`src/rtl/hpt_pkg.sv`:
```
// hpt_pkg: shared types, codes and defaults for the hashed page table.
// Used by every module under rtl/; depends on nothing.
`default_nettype none

package hpt_pkg;

    localparam int MAX_BUCKETS_DEF      = 64;
    localparam int SLOTS_PER_BUCKET_DEF = 8;
    localparam int NUM_TABLES_DEF       = 2;
    localparam int PAGE_BITS_DEF        = 20;
    localparam int FRAME_BITS_DEF       = 16;

    // bucket count register
    localparam int              CNT_W            = 7;
    localparam logic [CNT_W-1:0] BUCKET_COUNT_RST = 7'd64;

    // remainder unit retires this many dividend bits per cycle
    localparam int DIGIT_W = 4;

    localparam int QUEUE_DEPTH = 2;

    typedef enum logic [1:0] {
        OP_LOOKUP = 2'd0,
        OP_INSERT = 2'd1,
        OP_DELETE = 2'd2,
        OP_NOP    = 2'd3
    } op_kind_t;

    typedef enum logic [1:0] {
        ST_OK     = 2'd0,
        ST_ABSENT = 2'd1,
        ST_FULL   = 2'd2
    } status_t;

    typedef enum logic [1:0] {
        F_IDLE,
        F_DIV,
        F_PUSH
    } front_state_t;

    typedef enum logic [1:0] {
        B_CLEAR,
        B_IDLE,
        B_EVAL,
        B_DONE
    } back_state_t;

endpackage

`default_nettype wire

```
`src/rtl/hpt_fifo.sv`:
```
// hpt_fifo: small register queue used between the front and back and on the result side.
// Depends on hpt_pkg for the default depth.
`default_nettype none

module hpt_fifo #(
    parameter int WIDTH = 8,
    parameter int DEPTH = hpt_pkg::QUEUE_DEPTH
) (
    input  logic             clk,
    input  logic             rst_n,
    input  logic             push,
    input  logic [WIDTH-1:0] wdata,
    input  logic             pop,
    output logic [WIDTH-1:0] rdata,
    output logic             full,
    output logic             empty
);

    localparam int PTR_W = (DEPTH > 1) ? $clog2(DEPTH) : 1;
    localparam int CQ_W  = $clog2(DEPTH + 1);

    logic [WIDTH-1:0] mem_reg [DEPTH];
    logic [PTR_W-1:0] wr_ptr_reg, wr_ptr_next;
    logic [PTR_W-1:0] rd_ptr_reg, rd_ptr_next;
    logic [CQ_W-1:0]  count_reg, count_next;
    logic             do_push, do_pop;

    assign full    = (count_reg == CQ_W'(DEPTH));
    assign empty   = (count_reg == '0);
    assign do_push = push && !full;
    assign do_pop  = pop && !empty;
    assign rdata   = mem_reg[rd_ptr_reg];

    always_comb
    begin
        wr_ptr_next = wr_ptr_reg;
        rd_ptr_next = rd_ptr_reg;
        count_next  = count_reg;
        if (do_push)
        begin
            wr_ptr_next = (wr_ptr_reg == PTR_W'(DEPTH - 1)) ? '0 : wr_ptr_reg + 1'b1;
        end
        if (do_pop)
        begin
            rd_ptr_next = (rd_ptr_reg == PTR_W'(DEPTH - 1)) ? '0 : rd_ptr_reg + 1'b1;
        end
        if (do_push && !do_pop)
        begin
            count_next = count_reg + 1'b1;
        end
        else if (do_pop && !do_push)
        begin
            count_next = count_reg - 1'b1;
        end
    end

    always_ff @(posedge clk or negedge rst_n)
    begin
        if (!rst_n)
        begin
            wr_ptr_reg <= '0;
            rd_ptr_reg <= '0;
            count_reg  <= '0;
        end
        else
        begin
            wr_ptr_reg <= wr_ptr_next;
            rd_ptr_reg <= rd_ptr_next;
            count_reg  <= count_next;
        end
    end

    always_ff @(posedge clk)
    begin
        if (do_push)
        begin
            mem_reg[wr_ptr_reg] <= wdata;
        end
    end

endmodule

`default_nettype wire

```
`config.mk`:
```
export PLATFORM = sky130hd
export DESIGN_NAME = hpt_fifo
export DESIGN_NICKNAME = d
export VERILOG_FILES = /design/src/rtl/hpt_pkg.sv /design/src/rtl/hpt_fifo.sv
export SDC_FILE = /design/constraint.sdc
export NUM_CORES = 1
export LEC_CHECK = 0
export CORE_ASPECT_RATIO = 0.7
export CORE_MARGIN = 3
export CORE_UTILIZATION = 35
export CTS_CLUSTER_DIAMETER = 80
export DETAILED_ROUTE_END_ITERATION = 12
export DONT_BUFFER_PORTS = 1
export GPL_ROUTABILITY_DRIVEN = 0
export PLACE_DENSITY = 0.57
export SYNTH_ARGS = -nofsm -noshare
export SYNTH_HDL_FRONTEND = slang
export SYNTH_SLANG_ARGS = --single-unit
export TNS_END_PERCENT = 10
```
`constraint.sdc`:
```
create_clock -name clk -period 4.35 [get_ports clk]
set_clock_uncertainty 0.2 [all_clocks]
set_input_delay 0.2175 -clock clk [delete_from_list [all_inputs] [get_ports clk]]
set_output_delay 0.2175 -clock clk [all_outputs]
set_load 0.01 [all_outputs]
```
* Word level (Yosys, flattened, before mapping) *
Memory sizes are Yosys's and may differ from the RTL's.
Index checks and enable logic that the tools add are counted.

word-level totals
  bits in registers = 4
  bits in latches = 0
  RAM bits = 16
  ROM bits = 0
  output and inout bits = 10
  logic and storage cells = 25
  memories kept = 1

operators by class
  add/sub/neg operators = 4
  multiply operators = 0
  div/mod/pow operators = 0
  magnitude comparators = 0
  equality and inequality tests = 1
  shift operators = 0
  mux-type cells = 6
  bitwise operators = 0
  reduce and logical (&&, ||, !) cells = 10

memories
  name     depth  bits a word  rd ports  clocked after memory_dff  write ports  RTL line        text
  mem_reg  2      8            1         0                         1            hpt_fifo.sv:22  logic [WIDTH-1:0] mem_reg [DEPTH];

operators with widths
  operator             count
  $logic_and 1x1->1    4
  $logic_not 1->1      4
  $mux 1               4
  $mux 2               2
  $add 1x1->1 const B  2
  $add 2x1->2 const B  1
  $eq 2x2->1 const B   1
  $logic_not 2->1      1
  $reduce_bool 2->1    1
  $sub 2x1->2 const B  1

* Logic depth before layout (Yosys ltp) *
  depth after elaboration = 7
  mapped depth = 7

* Worst setup path after synthesis *
No wires, ideal clock.

  path kind = register to register
  from = register count_reg[0]
  to = memory mem_reg[0][0], enable pin
  arrival time = 1.022 ns
  required time = 3.780 ns
  slack = 2.758 ns
  stages on the path, launching flop included = 4
  buffers on the path = 0
  clock period less this slack = 1.592 ns
  cell sequence = dfrtp_1 > nand2b_1 > nand2_2 > nor2_1

on the way
  word-level cells in the longest chain between the ends = 5

ends and longest elaborated chain
  what                          RTL line        text
  from (decl)                   hpt_fifo.sv:25  logic [CQ_W-1:0] count_reg, count_next;
  from (signal assigned)        hpt_fifo.sv:69  count_reg <= count_next;
  $eq 2x2->1                    hpt_fifo.sv:28  assign full = (count_reg == CQ_W'(DEPTH));
  $logic_not 1->1               hpt_fifo.sv:30  assign do_push = push && !full;
  $logic_and 1x1->1             hpt_fifo.sv:30
  $mux 1                        hpt_fifo.sv:75  if (do_push)
  $mux 1 (not written as such)  hpt_fifo.sv:77  mem_reg[wr_ptr_reg] <= wdata;
  to (decl)                     hpt_fifo.sv:22

No other way between the ends.

* Final worst setup path *
  from = register count_reg[0]
  to = memory mem_reg[0][3], enable pin

Same word-level chain as after synthesis.

==> impl_results.md <==
- Status: finished, final reports clean
- CTS clk-pin slew, worst paths: approximately 0.11 ns
- Syn_area_per_cell: around 18 um2
- P&R area growth vs syn: 22.9%
- Max-slew violations: 0
- Worst path slowest cell: nor2_1
- Initial core utilization: between 30 and 40%
- EDFF count, synth: 16
- Switching power: between 150 and 200 uW
- Pin count of the biggest net entering global routing: 12
- CTS buffer count: 3
- # diodes: 0
- Netlist Area Pre-Place: around 800 um2
- Clk_lat worst skew: 0.28 ns
- FMAX: 532 MHz
- DP Cell Count: 73
- Ys flop type: edfxtp_1
- Post_cts resized: 0
- DR vias/cell: 4.45
- Switching share of power: 33.4%
- Internal power: 376 uW
- Global Route Usage Sum: between 10% and 20%
- Worst-Margin Slew: approximately 0.7 ns
- Required time worst endpoint: between 4 and 5 ns
- CP cell instances: nand2b_1, nand2_2, nor2_1
- Yosys Warn Count: 0
- Hold Path Class: in2reg
- Fillers: approximately 190
- Input/output buffers: 0
- CTS Sinks: 20
- Max_slew headroom: ~53%
- Reg2Reg Depth: 3
- NumNets Final: between 70 and 80
- Combinational cell fraction of total power: about 30%
- CTS Root Cell: clkbuf_4
- Final ANT Viol Nets: 0
- Seq pwr share: 55.0%
- CTS Buffer Depth: 2
- Setup CP Type: reg2reg
- Gate Count Post-Synth: 44
- DRC: 0
- Final Hold Viols: 0
- Number of global-route vias before repair: between 400 and 500
- Maxcap violations: 0
- P per Cell Area: 588 nW/um2
- CTS tree: done
- Die ar.: around 2800 um2
- Number of synthesized register bits: 20
- Tmin final: about 1.9 ns
- Initial antenna violation count: 0
- Final std cells w/o fill: 89
- Worst Hold Depth: 1
- I/O pins: 22
- WL per Instance: roughly 15 um
- LEAKAGE: roughly 0.36 nW
- First-pass GRT wire length: 2160 um
- Die width: approximately 62 um
- Crit-path max FO: 8
- CP max stage delay: between 0.5 and 0.6 ns
- Share of cells above drive strength 1: between 10% and 20%
- Grt ovf: 0
- Post-synth ARST share: between 20% and 30%
- Total number of vias: just under 400
- Most frequent cells in the layout: 16 x edfxtp_1, 12 x dlygate4sd3_1, 6 x mux2_1
- Drt total wl: 1330 um
- Rows: 13
- Fin crit share: between 40% and 50%
- Placeable Area: 1980 um2
- Max IR drop VDD: about 240 uV
- Seq/Total Area, Yosys: between 70% and 80%
- Die Height: ~46 um
- Setup crit start kind: flip-flop
- Max reg flops: 16
- Yosys cell types: 15
- HPWL after DPL: 942 um
- Setup TNS: 0 ns
- RSZ-0062 raised after global routing: false
- WP data arrival: 1.61 ns
- Final setup vio count: 0
- H-tree Lvls: 1
- Clk network pwr share: 15.1%
- CP endpoint kind: flip-flop
- Syn_nets: 57
- Number of DRC violations after detailed-routing iteration 0: 5
- Commonest non-fill, non-tap cell in the layout: edfxtp_1
- 1st-pass router iterations: 2
## stage by stage
| stage | hold WS [ns] | util (%) | power, mW | setup slack, ns | area [um2] |
|---|---|---|---|---|---|
| 3_5_place_dp | -0.278 | 41.0 | 0.478 | 2.43 | 815 |
| 5_1_grt | 0.207 | 48.4 | 0.601 | 2.32 | 961 |
| 2_1_floorplan | -0.278 | - | 0.443 | 2.76 | 782 |
| 4_1_cts | 0.197 | 48.4 | 0.573 | 2.40 | 961 |
| 3_3_place_gp | -0.278 | 41.0 | 0.463 | 2.58 | 815 |
| 6_report | 0.187 | 48.4 | 0.565 | 2.47 | 961 |
## cells in the mapped netlist, types with 2 or more instances
cell,count,area share [%]
edfxtp_1,16,61
xor2_1,2,2.2
mux2_2,2,2.9
dfrtp_1,4,13
mux2_1,6,8.6
nor2_1,3,1.4
xnor2_1,2,2.2
inv_1,2,0.96
## power groups by stage
| stage | clock, mW | combinational, mW | sequential, mW |
|---|---|---|---|
| after global placement | 0 | 0.153 | 0.311 |
| final | 0.0854 | 0.169 | 0.311 |
| after detailed placement | 0 | 0.161 | 0.317 |
| after floorplan | 0 | 0.151 | 0.292 |
| after CTS | 0.0872 | 0.174 | 0.312 |
| after global routing | 0.0950 | 0.187 | 0.319 |
## worst paths after layout
path	from	to	slack (ns)
min	push	mem_reg[1][2]	0.19
min reg2reg	wr_ptr_reg	wr_ptr_reg	0.34
max	count_reg[0]	mem_reg[0][3]	2.47
max reg2reg	count_reg[0]	mem_reg[0][3]	2.47
min in group asynchronous	rst_n	rd_ptr_reg	0.52
max in group asynchronous	rst_n	wr_ptr_reg	3.27
## layout make-up
type | instances | area, um2 | area share (%)
Multi-Input combinational cell | 21 | 189 | 19.7
Inverter | 2 | 7.51 | 0.781
Tap cell | 30 | 37.5 | 3.91
Sequential cell | 20 | 581 | 60.4
Clock buffer | 3 | 22.5 | 2.34
Clock inverter | 1 | 3.75 | 0.391
Timing Repair Buffer | 12 | 120 | 12.5
## worst max-delay path: cells and delay by family (launching register included)
kind          cells  cell delay [ns]
simple gates      3             0.86
flops             1             0.46
## cells by family after synthesis
family                     Yosys count  synth area share (%)
AOI/OAI and AO/OA                    1                 0.639
muxes                                8                  11.5
and+or+nand+nor                      6                  3.84
adders and majority gates            1                  1.60
xor gates and xnor gates             5                  6.56
buffers and inverters                3                  1.60
DFF                                 20                  74.2
## layer usage
layer / wire [um] / vias to the layer above / track usage [%] / part of all wire, %
met3: 55 / 2 / 2.22 / 4.1
met4: 19 / 0 / 6.58 / 1.4
met5: 0 / - / 0 / 0
met2: 704 / 9 / 19.3 / 53
met1: 549 / 197 / 11.0 / 41
li1: - / 188 / - / -
## repair_timing
action / 4_1_cts / 5_1_grt
buffers inserted: 0 / 0
endpoints found under the hold margin: 22 / 0
hold buffers: 12 / 0
No activity file was read; power rests on OpenSTA's default activity.
