File: src/rtl/hpt_pkg.sv
// hpt_pkg: shared types, codes and defaults for the hashed page table.
// Used by every module under rtl/; depends on nothing.
`default_nettype none

package hpt_pkg;

    localparam int MAX_BUCKETS_DEF      = 64;
    localparam int SLOTS_PER_BUCKET_DEF = 8;
    localparam int NUM_TABLES_DEF       = 2;
    localparam int PAGE_BITS_DEF        = 20;
    localparam int FRAME_BITS_DEF       = 16;

    // bucket count register
    localparam int              CNT_W            = 7;
    localparam logic [CNT_W-1:0] BUCKET_COUNT_RST = 7'd64;

    // remainder unit retires this many dividend bits per cycle
    localparam int DIGIT_W = 4;

    localparam int QUEUE_DEPTH = 2;

    typedef enum logic [1:0] {
        OP_LOOKUP = 2'd0,
        OP_INSERT = 2'd1,
        OP_DELETE = 2'd2,
        OP_NOP    = 2'd3
    } op_kind_t;

    typedef enum logic [1:0] {
        ST_OK     = 2'd0,
        ST_ABSENT = 2'd1,
        ST_FULL   = 2'd2
    } status_t;

    typedef enum logic [1:0] {
        F_IDLE,
        F_DIV,
        F_PUSH
    } front_state_t;

    typedef enum logic [1:0] {
        B_CLEAR,
        B_IDLE,
        B_EVAL,
        B_DONE
    } back_state_t;

endpackage

`default_nettype wire

File: src/rtl/hpt_front.sv
// hpt_front: takes requests, hashes the page to a bucket row with a digit-serial
// remainder unit and hands the classified operation to the op queue. Uses hpt_pkg.
`default_nettype none

module hpt_front #(
    parameter int MAX_BUCKETS = hpt_pkg::MAX_BUCKETS_DEF,
    parameter int NUM_TABLES  = hpt_pkg::NUM_TABLES_DEF,
    parameter int PAGE_BITS   = hpt_pkg::PAGE_BITS_DEF,
    parameter int FRAME_BITS  = hpt_pkg::FRAME_BITS_DEF,
    parameter int ADDR_W      = 7
) (
    input  logic                        clk,
    input  logic                        rst_n,
    input  logic [hpt_pkg::CNT_W-1:0]   bucket_count,
    input  logic                        accept,
    input  logic [1:0]                  kind,
    input  logic                        table_select,
    input  logic [PAGE_BITS-1:0]        page_number,
    input  logic [FRAME_BITS-1:0]       frame_number,
    input  logic                        modified_in,
    input  logic                        referenced_in,
    output logic                        busy,
    output logic                        op_push,
    input  logic                        op_full,
    output hpt_pkg::op_kind_t           op_kind,
    output logic [ADDR_W-1:0]           op_addr,
    output logic [PAGE_BITS-1:0]        op_page,
    output logic [FRAME_BITS-1:0]       op_frame,
    output logic                        op_mod,
    output logic                        op_ref
);

    import hpt_pkg::*;

    localparam int DIV_STEPS = (PAGE_BITS + DIGIT_W - 1) / DIGIT_W;
    localparam int DIV_W     = DIV_STEPS * DIGIT_W;
    localparam int STEP_W    = (DIV_STEPS > 1) ? $clog2(DIV_STEPS) : 1;

    front_state_t          state_reg, state_next;
    logic [STEP_W-1:0]     step_reg, step_next;
    logic [DIV_W-1:0]      div_reg, div_next;
    logic [CNT_W-1:0]      rem_reg, rem_next;
    logic [CNT_W-1:0]      divisor_reg, divisor_next;
    logic                  tbl_reg, tbl_next;
    op_kind_t              kind_reg, kind_next;
    logic [PAGE_BITS-1:0]  page_reg, page_next;
    logic [FRAME_BITS-1:0] frame_reg, frame_next;
    logic                  mod_reg, mod_next;
    logic                  ref_reg, ref_next;
    logic [CNT_W-1:0]      eff_count;
    logic [CNT_W-1:0]      rem_step;

    // zero means one bucket, anything above the table size saturates
    always_comb
    begin
        if (bucket_count == '0)
        begin
            eff_count = CNT_W'(1);
        end
        else if (32'(bucket_count) > MAX_BUCKETS)
        begin
            eff_count = CNT_W'(MAX_BUCKETS);
        end
        else
        begin
            eff_count = bucket_count;
        end
    end

    // restoring remainder, DIGIT_W dividend bits per cycle
    always_comb
    begin
        logic [CNT_W:0] t;
        rem_step = rem_reg;
        for (int j = 0; j < DIGIT_W; j++)
        begin
            t = {rem_step, div_reg[DIV_W-1-j]};
            if (t >= {1'b0, divisor_reg})
            begin
                t = t - {1'b0, divisor_reg};
            end
            rem_step = t[CNT_W-1:0];
        end
    end

    // next state
    always_comb
    begin
        state_next = state_reg;
        unique case (state_reg)
            F_IDLE:
            begin
                if (accept)
                begin
                    state_next = F_DIV;
                end
            end
            F_DIV:
            begin
                if (step_reg == STEP_W'(DIV_STEPS - 1))
                begin
                    state_next = F_PUSH;
                end
            end
            F_PUSH:
            begin
                if (!op_full)
                begin
                    state_next = accept ? F_DIV : F_IDLE;
                end
            end
            default:
            begin
                state_next = F_IDLE;
            end
        endcase
    end

    // outputs
    always_comb
    begin
        busy    = 1'b1;
        op_push = 1'b0;
        unique case (state_reg)
            F_IDLE:
            begin
                busy = 1'b0;
            end
            F_DIV:
            begin
                busy = 1'b1;
            end
            F_PUSH:
            begin
                op_push = !op_full;
                busy    = op_full;
            end
            default:
            begin
                busy = 1'b1;
            end
        endcase
    end

    always_comb
    begin
        step_next    = step_reg;
        div_next     = div_reg;
        rem_next     = rem_reg;
        divisor_next = divisor_reg;
        tbl_next     = tbl_reg;
        kind_next    = kind_reg;
        page_next    = page_reg;
        frame_next   = frame_reg;
        mod_next     = mod_reg;
        ref_next     = ref_reg;
        if (accept)
        begin
            step_next    = '0;
            div_next     = DIV_W'(page_number);
            rem_next     = '0;
            divisor_next = eff_count;
            tbl_next     = (NUM_TABLES > 1) ? table_select : 1'b0;
            kind_next    = op_kind_t'(kind);
            page_next    = page_number;
            frame_next   = frame_number;
            mod_next     = modified_in;
            ref_next     = referenced_in;
        end
        else if (state_reg == F_DIV)
        begin
            step_next = step_reg + 1'b1;
            div_next  = div_reg << DIGIT_W;
            rem_next  = rem_step;
        end
    end

    always_ff @(posedge clk or negedge rst_n)
    begin
        if (!rst_n)
        begin
            state_reg <= F_IDLE;
            step_reg  <= '0;
        end
        else
        begin
            state_reg <= state_next;
            step_reg  <= step_next;
        end
    end

    always_ff @(posedge clk)
    begin
        div_reg     <= div_next;
        rem_reg     <= rem_next;
        divisor_reg <= divisor_next;
        tbl_reg     <= tbl_next;
        kind_reg    <= kind_next;
        page_reg    <= page_next;
        frame_reg   <= frame_next;
        mod_reg     <= mod_next;
        ref_reg     <= ref_next;
    end

    assign op_addr  = ADDR_W'(32'(tbl_reg) * MAX_BUCKETS + 32'(rem_reg));
    assign op_kind  = kind_reg;
    assign op_page  = page_reg;
    assign op_frame = frame_reg;
    assign op_mod   = mod_reg;
    assign op_ref   = ref_reg;

endmodule

`default_nettype wire

File: config.mk
export PLATFORM = sky130hd
export DESIGN_NAME = hpt_front
export DESIGN_NICKNAME = d
export VERILOG_FILES = /design/src/rtl/hpt_pkg.sv /design/src/rtl/hpt_front.sv
export SDC_FILE = /design/constraint.sdc
export NUM_CORES = 1
export LEC_CHECK = 0
export BUFFER_PORTS_ARGS = -buffer_cell sky130_fd_sc_hd__clkbuf_2
export CAP_MARGIN = 20
export CORE_MARGIN = 4
export CORE_UTILIZATION = 56
export CTS_BUF_LIST = sky130_fd_sc_hd__clkbuf_2
export CTS_CLUSTER_DIAMETER = 50
export DETAILED_ROUTE_END_ITERATION = 10
export PLACE_DENSITY = 0.88
export SLEW_MARGIN = 10
export SYNTH_ARGS = -nofsm -noshare
export SYNTH_HDL_FRONTEND = slang
export SYNTH_SLANG_ARGS = --single-unit
File: constraint.sdc
create_clock -name clk -period 9.42 [get_ports clk]
set_input_delay 0.942 -clock clk [delete_from_list [all_inputs] [get_ports clk]]
set_output_delay 0.942 -clock clk [all_outputs]
set_load 0.05 [all_outputs]
# Word level (Yosys, flattened, before mapping)
# Cells that the tools add are included.
# totals
rom_bits	0
latchBits	0
output_inout_bits	49
mem_count	0
mem_bits_rw	0
word_cells	51
input_bits	52
regBits	80
# classes
multipliers	0
n_div	0
bitwise	0
shifts	0
n_addsub	6
n_eq_ne	6
muxes	16
reduce_logical	6
order_cmp	5
# op_table
cell	n
20-bit two-way mux	2
7-bit two-way mux	5
8-bit by 7-bit >= comparator with 1-bit output	4
7-bit subtractor	4
7-bit adder	1
7-bit greater-than comparator (second input constant)	1
7-bit logical NOT	1
2-bit two-way mux	3
3-bit two-way mux	2
2-bit != test (second input constant)	3
2-bit one-hot mux with 3 select lines	1
3-bit by 1-bit adder with 3-bit output (second input constant)	1
3-bit equality test (second input constant)	1
3-bit AND reduction	1
2-bit by 1-bit equality test with 1-bit output (second input constant)	1
2-bit equality test (second input constant)	1
2-bit logical NOT	1
1-bit two-way mux	2
1-bit one-hot mux with 2 select lines	1
2-bit nonzero test	1
2-bit OR reduction	1
1-bit logical NOT	1

# Logic depth before layout (Yosys ltp)
# Gate-level depths: netlist of the first run.
# depth
ltp_word	8
mapped_depth	42
depth_no_buf	38

# Worst setup path before layout of the first run
# No wires, ideal clock.
# synth_timing
path_type	register to register
startpoint	register div_reg[19]
endpoint	register rem_reg[2]
required_time_ns	9.290
period_less_slack_ns	7.487
arrival_time_ns	7.357
path_buffers	5
setup_time_ns	0.130
slack_ns	1.933
path_stages_with_launch	42
path_cell_list	edfxtp_1 -> inv_1 -> ha_1 -> inv_1 -> fa_1 -> nand3_1 -> a31oi_1 -> nor4_4 -> buf_6 -> mux2i_1 -> inv_1 -> ha_1 -> inv_1 -> o21bai_1 -> a211o_1 -> a21o_1 -> or2_1 -> buf_2 -> [6 not listed] -> a21oi_1 -> or4b_1 -> and2_1 -> buf_6 -> buf_2 -> nor2_1 -> a21oi_1 -> fa_1 -> a21oi_1 -> a21oi_1 -> o21ai_0 -> nor2b_1 -> clkbuf_1 -> nand3_1 -> o211ai_1 -> o31ai_1 -> o21ai_1 -> a21oi_1
# synth_between
elab_chain_len	8
elab_cells_between_ends	12
cone_classes	add/sub: 4; order compare: 4; mux: 4
# synth_rtl
element	line_no	rtl
start: declaration	hpt_front.sv:41	logic [DIV_W-1:0] div_reg, div_next;
start signal: assignment	hpt_front.sv:194	div_reg <= div_next;
7-bit subtractor / 8-bit by 7-bit >= comparator with 1-bit output (equally long branches)	hpt_front.sv:80, hpt_front.sv:78	
7-bit two-way mux *	hpt_front.sv:78	if (t >= {1'b0, divisor_reg})
7-bit subtractor / 8-bit by 7-bit >= comparator with 1-bit output (equally long branches)	hpt_front.sv:80, hpt_front.sv:78	
7-bit two-way mux *	hpt_front.sv:78	
8-bit by 7-bit >= comparator with 1-bit output / 7-bit subtractor (equally long branches)	hpt_front.sv:78, hpt_front.sv:80	
7-bit two-way mux *	hpt_front.sv:78	
7-bit subtractor / 8-bit by 7-bit >= comparator with 1-bit output (equally long branches)	hpt_front.sv:80, hpt_front.sv:78	
7-bit two-way mux *	hpt_front.sv:78	
end signal: assignment	hpt_front.sv:195	rem_reg <= rem_next;
end: declaration	hpt_front.sv:42	logic [CNT_W-1:0] rem_reg, rem_next;
# Mark *: on every way between the ends. The rest lies on a longest branch, timed or not.
# A chain may end at the register's enable or synchronous reset.

# Worst setup path in the final report of the first run
# layout_timing
startpoint	register divisor_reg[1]
endpoint	register rem_reg[6]
# layout_between
elab_chain_len	8
elab_cells_between_ends	12
cone_classes	add/sub: 4; order compare: 4; mux: 4
# layout_rtl
element	line_no	rtl
start: declaration	hpt_front.sv:43	logic [CNT_W-1:0] divisor_reg, divisor_next;
start signal: assignment	hpt_front.sv:196	divisor_reg <= divisor_next;
7-bit subtractor / 8-bit by 7-bit >= comparator with 1-bit output (equally long branches)	hpt_front.sv:80, hpt_front.sv:78	
7-bit two-way mux	hpt_front.sv:78	
7-bit subtractor / 8-bit by 7-bit >= comparator with 1-bit output (equally long branches)	hpt_front.sv:80, hpt_front.sv:78	
7-bit two-way mux	hpt_front.sv:78	
7-bit subtractor / 8-bit by 7-bit >= comparator with 1-bit output (equally long branches)	hpt_front.sv:80, hpt_front.sv:78	
7-bit two-way mux	hpt_front.sv:78	
7-bit subtractor / 8-bit by 7-bit >= comparator with 1-bit output (equally long branches)	hpt_front.sv:80, hpt_front.sv:78	
7-bit two-way mux *	hpt_front.sv:78	
# Marked as above.

==> impl_metrics.tcl, run 1 <==
set metrics [dict create \
    status "finished, final reports clean" \
    place_hpwl_um 8030 \
    ant_nets 0 \
    clk_pin_slew_ns 0.26 \
    setup_viol 0 \
    slew_headroom_pct 42.2 \
    r2r_end "rem_reg[6]$_SDFFE_PP0P_" \
    synthTopCellsByArea "edfxtp_1, ha_1, mux2_2" \
    port_buffers 100 \
    ys_ff_latch 80 \
    diodes 0 \
    final_max_slew_viol_count 0 \
    muxShareOfSynthArea_pct 6.93 \
    synth_nets 456 \
    synth_top_area_share_pct 45.8 \
    tns_ns 0 \
    cp-start-kind "register" \
    end_kind "register" \
    drt_iter0_drc 181 \
    cp_slowest_cell "edfxtp_1" \
    synth_top_area_cell "edfxtp_1" \
    gp_congestion 0.992 \
    area_growth_pct 14.6 \
    avgSynthCellArea_um2 12.0 \
    vias_per_cell 5.69 \
    cp.arrival_ns 8.93 \
    layout_commonest_cell "clkbuf_2" \
    yosys_warnings 0 \
    clockBufferDepth 2 \
    grt_overflow_total 0 \
    clock-sinks 80 \
    reg2reg_depth 32 \
    clk_latency_ns 0.52 \
    r2r-start "divisor_reg[1]$_SDFFCE_PP0P_" \
    finalCriticalPeriod_ns 8.52 \
    max_freq_mhz 117 \
    dr_total_vias 3273 \
    synth_flop_cell "edfxtp_1" \
    clock_skew_ns 0.0416 \
    synthSimpleGateAreaFrac_pct 10.0 \
    wirelength_um 10100 \
    synth_xor_area_share_pct 3.54 \
    htree_levels 3 \
    io_pins 101 \
    first_pass_iters 5 \
    fin_crit_sh_pct 90.5 \
    syn-cell-area_um2 4460 \
    root_buffer "clkbuf_2" \
    die_area_um2 9450 \
    grt_pass1_vias 3441 \
    synth_cells 370 \
    synth-compound-area-share_pct 12.5 \
    drc 0 \
    worst_ep_required_time_ns 9.83 \
    synth_enable_flop_cells 68 \
    grt_pass1_wl_um 16600 \
    drive_gt1_share_pct 30.9 \
    async_flop_share_pct 6.25 \
    dieWidth_um 97.2 \
    worstSetupPathType "register to register" \
    initial_core_util_pct 57.7 \
    die_h_um 97.2 \
    cts_inserted_buffers 9 \
    core_um2 7730 \
    track_usage_pct 22.1 \
    synthAdderAreaFrac_pct 10.2 \
    worst_slew_pin_slew_ns 0.866 \
    row_count 32 \
    synth_top_family_by_area "compound AO/OA/AOI/OAI gates" \
    fin_util_pct 66.1 \
    ys_types 58 \
    grt_max_degree 75 \
    grt_antenna_before_repair 0 \
    nets 554 \
    cp_slowest_stage_delay_ns 0.50 \
    hp-class "input port to async pin" \
    grt_setup_unrepaired "false" \
    path_max_fanout 18 \
    r2r_setup_slack_ns 0.90 \
    wl_per_cell_um 17.6 \
    layout_common_cells "clkbuf_2, edfxtp_1, inv_1, ha_1, a21oi_1" \
    hold_viol 0 \
    max_cap_violations 0 \
    yosysSeqAreaShare_pct 51.8 \
    cts_tree "built" \
    cts.repair.resized 0 \
]
metrics by stage:
| stage | area, um2 | instances | hold slack (ns) | worst slack (ns) |
|---|---|---|---|---|
| floorplan | 4460 | 370 | 0.467 | 1.93 |
| global placement | 4980 | 556 | 0.529 | 1.31 |
| detailed placement | 4980 | 556 | 0.533 | 0.903 |
| CTS | 5080 | 572 | 0.185 | 0.867 |
| global route | 5110 | 575 | 0.158 | 0.113 |
| finish | 5110 | 575 | 0.225 | 0.896 |
cells in the mapped netlist (all sizes together) (2+ instances only):
library cell / count
edfxtp: 68
ha: 30
inv: 30
a21oi: 24
mux2: 20
nor2: 19
o21ai: 16
nor2b: 13
buf: 12
nand2: 12
a21o: 11
xnor2: 10
nand3: 9
mux2i: 8
xor2: 8
dfxtp: 7
a31oi: 5
and2: 5
clkbuf: 5
dfrtp: 5
nand2b: 5
a221o: 4
fa: 4
nor3: 4
nor4: 3
o32a: 3
a211o: 2
a311oi: 2
and3: 2
nand3b: 2
nand4: 2
o211ai: 2
o21a: 2
o31ai: 2
layer usage:
metal,wire [um],GRT usage (%)
met1,3920,25.9
met2,5070,38.2
met3,842,6.60
met4,313,8.52
met5,0,0
worst max-delay path: cells and delay by family, from the launching register on:
family,cells,cell delay (ns)
and+or+nand+nor,8,2.46
AOI/OAI and AO/OA,13,2.46
adders and majority gates,4,1.62
buffers and inverters,5,0.69
muxes,2,0.66
DFF,1,0.50
worst max-delay path by stage:
stage	start	endpoint	slack, ns	cells after the start
2_1_floorplan	div_reg[19]$_DFFE_PP_	rem_reg[2]$_SDFFE_PP0P_	1.93	41
3_3_place_gp	divisor_reg[1]$_SDFFCE_PP0P_	rem_reg[2]$_SDFFE_PP0P_	1.31	35
3_5_place_dp	divisor_reg[1]$_SDFFCE_PP0P_	rem_reg[2]$_SDFFE_PP0P_	0.90	34
4_1_cts	divisor_reg[1]$_SDFFCE_PP0P_	rem_reg[2]$_SDFFE_PP0P_	0.87	34
5_1_grt	divisor_reg[1]$_SDFFCE_PP0P_	rem_reg[2]$_SDFFE_PP0P_	0.11	35
6_report	divisor_reg[1]$_SDFFCE_PP0P_	rem_reg[6]$_SDFFE_PP0P_	0.90	32
final cells by class:
type / instances / area, um2
fillers: 569 / 2620
flip-flops and latches: 80 / 2310
multi-input cells: 243 / 1930
repair buffers: 104 / 531
well taps: 102 / 128
inverters: 30 / 113
clock inverters: 6 / 52.6
clock buffers: 10 / 50.0
timing repair:
item	CTS	global route
buffers inserted	0	3
hold buffers	0	0
setup endpoints to repair	0	3
logic make-up after synthesis:
| family | Yosys count |
|---|---|
| AOI/OAI and AO/OA | 82 |
| and+or+nand+nor | 81 |
| DFF | 80 |
| buffers and inverters | 47 |
| adders and majority gates | 34 |
| muxes | 28 |
| xor gates and xnor gates | 18 |
Power of run 1 is not shown: default switching activity piles up to over one toggle a cycle in this logic, so the estimate is an artifact.
==> run 2, diff against run 1 <==
--- a/config.mk
+++ b/config.mk
@@ -5,14 +5,14 @@
 export SDC_FILE = /design/constraint.sdc
 export NUM_CORES = 1
 export LEC_CHECK = 0
-export BUFFER_PORTS_ARGS = -buffer_cell sky130_fd_sc_hd__clkbuf_2
 export CAP_MARGIN = 20
 export CORE_MARGIN = 4
-export CORE_UTILIZATION = 56
+export CORE_UTILIZATION = 60
 export CTS_BUF_LIST = sky130_fd_sc_hd__clkbuf_2
 export CTS_CLUSTER_DIAMETER = 50
 export DETAILED_ROUTE_END_ITERATION = 10
-export PLACE_DENSITY = 0.88
+export DONT_BUFFER_PORTS = 1
+export PLACE_DENSITY = 0.82
 export SLEW_MARGIN = 10
 export SYNTH_ARGS = -nofsm -noshare
 export SYNTH_HDL_FRONTEND = slang
==> run 2 against run 1 <==
Maximum frequency hardly changed. Register-to-register slack hardly changed. Utilization is 2.3 points lower. Cell count is 18% lower. Global-route usage is 1.0 points higher. Via count is 12% lower. First-iteration DRC count is 49% higher. Non-clock buffer count is 98 lower. Flip-flop and latch count stayed put. Largest cell class unchanged. Worst hold slack better by 0.25 ns.
==> impl_metrics.tcl, run 2 (synthesized netlist as in run 1, its figures left out) <==
set metrics [dict create \
    root_buffer "clkbuf_2" \
    status "finished, final reports clean" \
    first_pass_iters 4 \
    fin_crit_sh_pct 90.5 \
    path_max_fanout 18 \
    end_kind "register" \
    cp.arrival_ns 8.98 \
    cts.repair.resized 0 \
    io_pins 101 \
    clock-sinks 80 \
    cp-start-kind "register" \
    grt_setup_unrepaired "false" \
    row_count 31 \
    cp-startpoint "rem_reg[0]$_SDFFE_PP0P_" \
    drive_gt1_share_pct 12.8 \
    post_cts_buffers 0 \
    initial_core_util_pct 61.4 \
    wirelength_um 9500 \
    clock_skew_ns 0.0303 \
    area_growth_pct 3.85 \
    clk_latency_ns 0.53 \
    max_freq_mhz 117 \
    die_area_um2 8870 \
    port_buffers 0 \
    layout_common_cells "edfxtp_1, inv_1, ha_1, a21oi_1" \
    gp_congestion 0.913 \
    grt_pass1_wl_um 15200 \
    max_cap_violations 0 \
    wl_per_cell_um 20.0 \
    grt_pass1_vias 2959 \
    min-delay-start "kind[1]" \
    die_h_um 94.2 \
    r2r-start "rem_reg[0]$_SDFFE_PP0P_" \
    final_max_slew_viol_count 0 \
    grt_max_degree 76 \
    grt_overflow_total 0 \
    worstSetupPathType "register to register" \
    ant_nets 0 \
    dr_total_vias 2895 \
    slew_headroom_pct 30.0 \
    finalCriticalPeriod_ns 8.52 \
    hold_viol 0 \
    cp_slowest_cell "dfxtp_1" \
    place_hpwl_um 7310 \
    track_usage_pct 23.1 \
    setup_viol 0 \
    diodes 0 \
    seqCellArea_um2 2310 \
    critPathMostFrequentCell "a21oi_1" \
    layout_commonest_cell "edfxtp_1" \
    cts_tree "built" \
    worst_slew_pin_slew_ns 1.05 \
    tns_ns 0 \
    multi_input_area_um2 1930 \
    grt_antenna_before_repair 0 \
    core_um2 7250 \
    worst_ep_required_time_ns 9.88 \
    clockBufferDepth 2 \
    cp_slowest_stage_delay_ns 0.62 \
    clk_pin_slew_ns 0.25 \
    cts_inserted_buffers 9 \
    vias_per_cell 6.11 \
    dieWidth_um 94.2 \
    n_fill_cell 566 \
    drc 0 \
    htree_levels 3 \
    hp-class "input port to register" \
    drt_iter0_drc 269 \
    nets 456 \
]
[run 2: critical path, delay by kind of cell (launching register included)]
family          cells  cell delay (ns)
compound gates     13             2.45
fa+ha+maj           4             1.72
buf+inv             3             0.31
flops               1             0.62
mux                 2             0.76
simple gates        8             2.57
[run 2: final cells by class]
cell class	count	area share (%)
multi-input combinational	243	41.7
sequential	80	49.9
clock inverter	7	1.32
timing repair buffer	6	1.03
tap	99	2.68
inverter	30	2.43
clock buffer	9	0.973
[run 2: what timing repair did]
| item | CTS | global route |
|---|---|---|
| hold buffers | 0 | 1 |
| hold endpoints to repair | 0 | 5 |
| endpoints found under the setup margin | 0 | 0 |
[run 2: path summary, 6_finish.rpt]
check / endpoint / cells after the start / slack [ns]
setup / recovery: rem_reg[5]$_SDFFE_PP0P_ / 30 / 0.90
hold / removal: op_kind[1]$_DFFE_PP_ / 0 / 0.48
setup reg to reg: rem_reg[5]$_SDFFE_PP0P_ / 30 / 0.90
hold reg to reg: div_reg[11]$_DFFE_PP_ / 1 / 0.55
max in group asynchronous: step_reg[2]$_DFFE_PN0P_ / 1 / 8.58
min in group asynchronous: state_reg[1]$_DFFE_PN0P_ / 1 / 0.65
[run 2: routing by layer]
metal / global-route usage (%) / vias to the layer above / routed length [um]
met2: 37.6 / 127 / 4580
li1: - / 1363 / -
met3: 10.2 / 26 / 1030
met4: 9.75 / 0 / 282
met5: 0 / - / 0
met1: 26.4 / 1379 / 3610
[run 2: stage by stage]
stage	worst slack (ns)	instance area [um2]	utilization (%)	hold slack, ns	cells
floorplan	1.93	4460	-	0.467	370
global placement	1.21	4510	62.2	0.528	457
detailed placement	1.01	4510	62.2	0.535	457
CTS	0.953	4620	63.7	0.00548	473
global route	0.0950	4630	63.8	0.356	474
finish	0.898	4630	63.8	0.475	474
Power of run 2 is left out for the same reason.
==> run 3, diff against run 2 <==
--- a/config.mk
+++ b/config.mk
@@ -12,6 +12,7 @@
 export CTS_CLUSTER_DIAMETER = 50
 export DETAILED_ROUTE_END_ITERATION = 10
 export DONT_BUFFER_PORTS = 1
+export MAX_ROUTING_LAYER = met4
 export PLACE_DENSITY = 0.82
 export SLEW_MARGIN = 10
 export SYNTH_ARGS = -nofsm -noshare
==> run 3 against run 2 <==
Clock skew fell by 0.0031 ns. Die area stayed put. Critical path type unchanged. Register-to-register slack got worse by 0.20 ns. First-iteration DRC count decreased by 43%. Flip-flop and latch count stayed put. Via count shrank 1.1%. Utilization rose by 0.66 points. Worst hold slack got worse by 0.38 ns. Maximum frequency fell by 2.3%.
==> impl_metrics.tcl, run 3 (synthesized netlist as in run 1, its figures left out) <==
set metrics [dict create \
    status "finished, final reports clean" \
    dr_total_vias 2864 \
    track_usage_pct 22.4 \
    drt_iter0_drc 153 \
    htree_levels 3 \
    grt_setup_unrepaired "false" \
    post_cts_buffers 0 \
    reg2reg_depth 34 \
    worstSetupPathType "register to register" \
    drc 0 \
    cp.arrival_ns 9.14 \
    tns_ns 0 \
    layout_common_cells "edfxtp_1, inv_1, ha_1, a21oi_1" \
    drive_gt1_share_pct 13.3 \
    slew_headroom_pct 32.7 \
    n_fill_cell 555 \
    root_buffer "clkbuf_2" \
    r2r_end "rem_reg[2]$_SDFFE_PP0P_" \
    initial_core_util_pct 61.4 \
    cp-start-kind "register" \
    setup_viol 0 \
    clock-sinks 80 \
    max_freq_mhz 115 \
    dieWidth_um 94.2 \
    cp_slowest_cell "dfxtp_1" \
    vias_per_cell 6.03 \
    clk_latency_ns 0.52 \
    path_max_fanout 18 \
    fin_crit_sh_pct 92.6 \
    end_kind "register" \
    row_count 31 \
    die_area_um2 8870 \
    hp-class "input port to async pin" \
    core_um2 7250 \
    layout_commonest_cell "edfxtp_1" \
    grt_pass1_vias 2851 \
    grt_pass1_wl_um 14400 \
    io_pins 101 \
    cts_inserted_buffers 9 \
    grt_overflow_total 0 \
    dpl.cell_count 458 \
    grt_antenna_before_repair 0 \
    gp_congestion 1.02 \
    first_pass_iters 5 \
    area_growth_pct 4.91 \
    final_max_slew_viol_count 0 \
    diodes 0 \
    seqCellArea_um2 2310 \
    worst_slew_pin_slew_ns 1.01 \
    clk_pin_slew_ns 0.21 \
    r2r-start "rem_reg[4]$_SDFFE_PP0P_" \
    fin_util_pct 64.5 \
    place_hpwl_um 7200 \
    hold_viol 0 \
    clock_skew_ns 0.0272 \
    nets 457 \
    cp_slowest_stage_delay_ns 0.77 \
    clockBufferDepth 2 \
    critPathMostFrequentCell "a21oi_1" \
    max_cap_violations 0 \
    multi_input_area_um2 1930 \
    ant_nets 0 \
    wl_per_cell_um 19.5 \
    grt_max_degree 76 \
    wirelength_um 9240 \
    finalNonFillerCells 475 \
    cts_tree "built" \
    die_h_um 94.2 \
    worst_ep_required_time_ns 9.83 \
    port_buffers 0 \
    finalCriticalPeriod_ns 8.72 \
    r2r_setup_slack_ns 0.70 \
]
==> run 3: cell count changes in the layout (fill, tap and decap cells not counted) <==
cell	delta
buf_4	+1
bufinv_16	+2
clkbuf_2	+1
clkinv_4	+1
clkinvlp_4	-1
inv_6	-2
inv_8	-1
nor2b_1	-1
nor2b_2	+1
==> run 3: metal layers <==
metal  track usage, %  vias to the layer above  wire length, um
li1                 -                     1364                -
met2             36.5                      128             4540
met5                -                        -                0
met1             26.7                     1355             3770
met4             6.50                        0              157
met3             7.53                       17              776
==> run 3: worst max path at each step <==
stage / startpoint / end / cells after the start
global placement: rem_reg[4]$_SDFFE_PP0P_ / rem_reg[2]$_SDFFE_PP0P_ / 34
floorplan: div_reg[19]$_DFFE_PP_ / rem_reg[2]$_SDFFE_PP0P_ / 41
finish: rem_reg[4]$_SDFFE_PP0P_ / rem_reg[2]$_SDFFE_PP0P_ / 34
global route: divisor_reg[0]$_SDFFCE_PP1P_ / rem_reg[2]$_SDFFE_PP0P_ / 36
CTS: rem_reg[4]$_SDFFE_PP0P_ / rem_reg[2]$_SDFFE_PP0P_ / 34
detailed placement: rem_reg[4]$_SDFFE_PP0P_ / rem_reg[2]$_SDFFE_PP0P_ / 34
==> run 3: critical path, delay by kind of cell (launching register included) <==
family          cells  cell delay [ns]
fa+ha+maj           4             1.54
mux                 2             0.72
simple gates        9             2.62
compound gates     15             2.42
flops               1             0.77
buf+inv             4             0.55
==> run 3: layout make-up <==
| type | count | share of cell area (%) |
|---|---|---|
| sequential | 80 | 49.3 |
| clock buffer | 10 | 1.07 |
| timing repair buffer | 7 | 1.18 |
| tap | 99 | 2.65 |
| clock inverter | 6 | 2.01 |
| multi-input combinational | 243 | 41.3 |
| inverter | 30 | 2.41 |
==> run 3: what timing repair did <==
action | 4_1_cts | 5_1_grt
endpoints found under the setup margin | 0 | 5
endpoints found under the hold margin | 0 | 3
resized for setup | 0 | 1
hold buffers | 0 | 1
==> run 3: metrics by stage <==
| stage | hold WS (ns) | worst slack, ns | cell area (um2) |
|---|---|---|---|
| floorplan | 0.467 | 1.93 | 4460 |
| global placement | 0.529 | 0.824 | 4520 |
| detailed placement | 0.533 | 0.681 | 4520 |
| CTS | 0.0243 | 0.644 | 4660 |
| global route | 0.0176 | 0.00954 | 4680 |
| finish | 0.0991 | 0.696 | 4680 |
Power of run 3 is left out for the same reason.
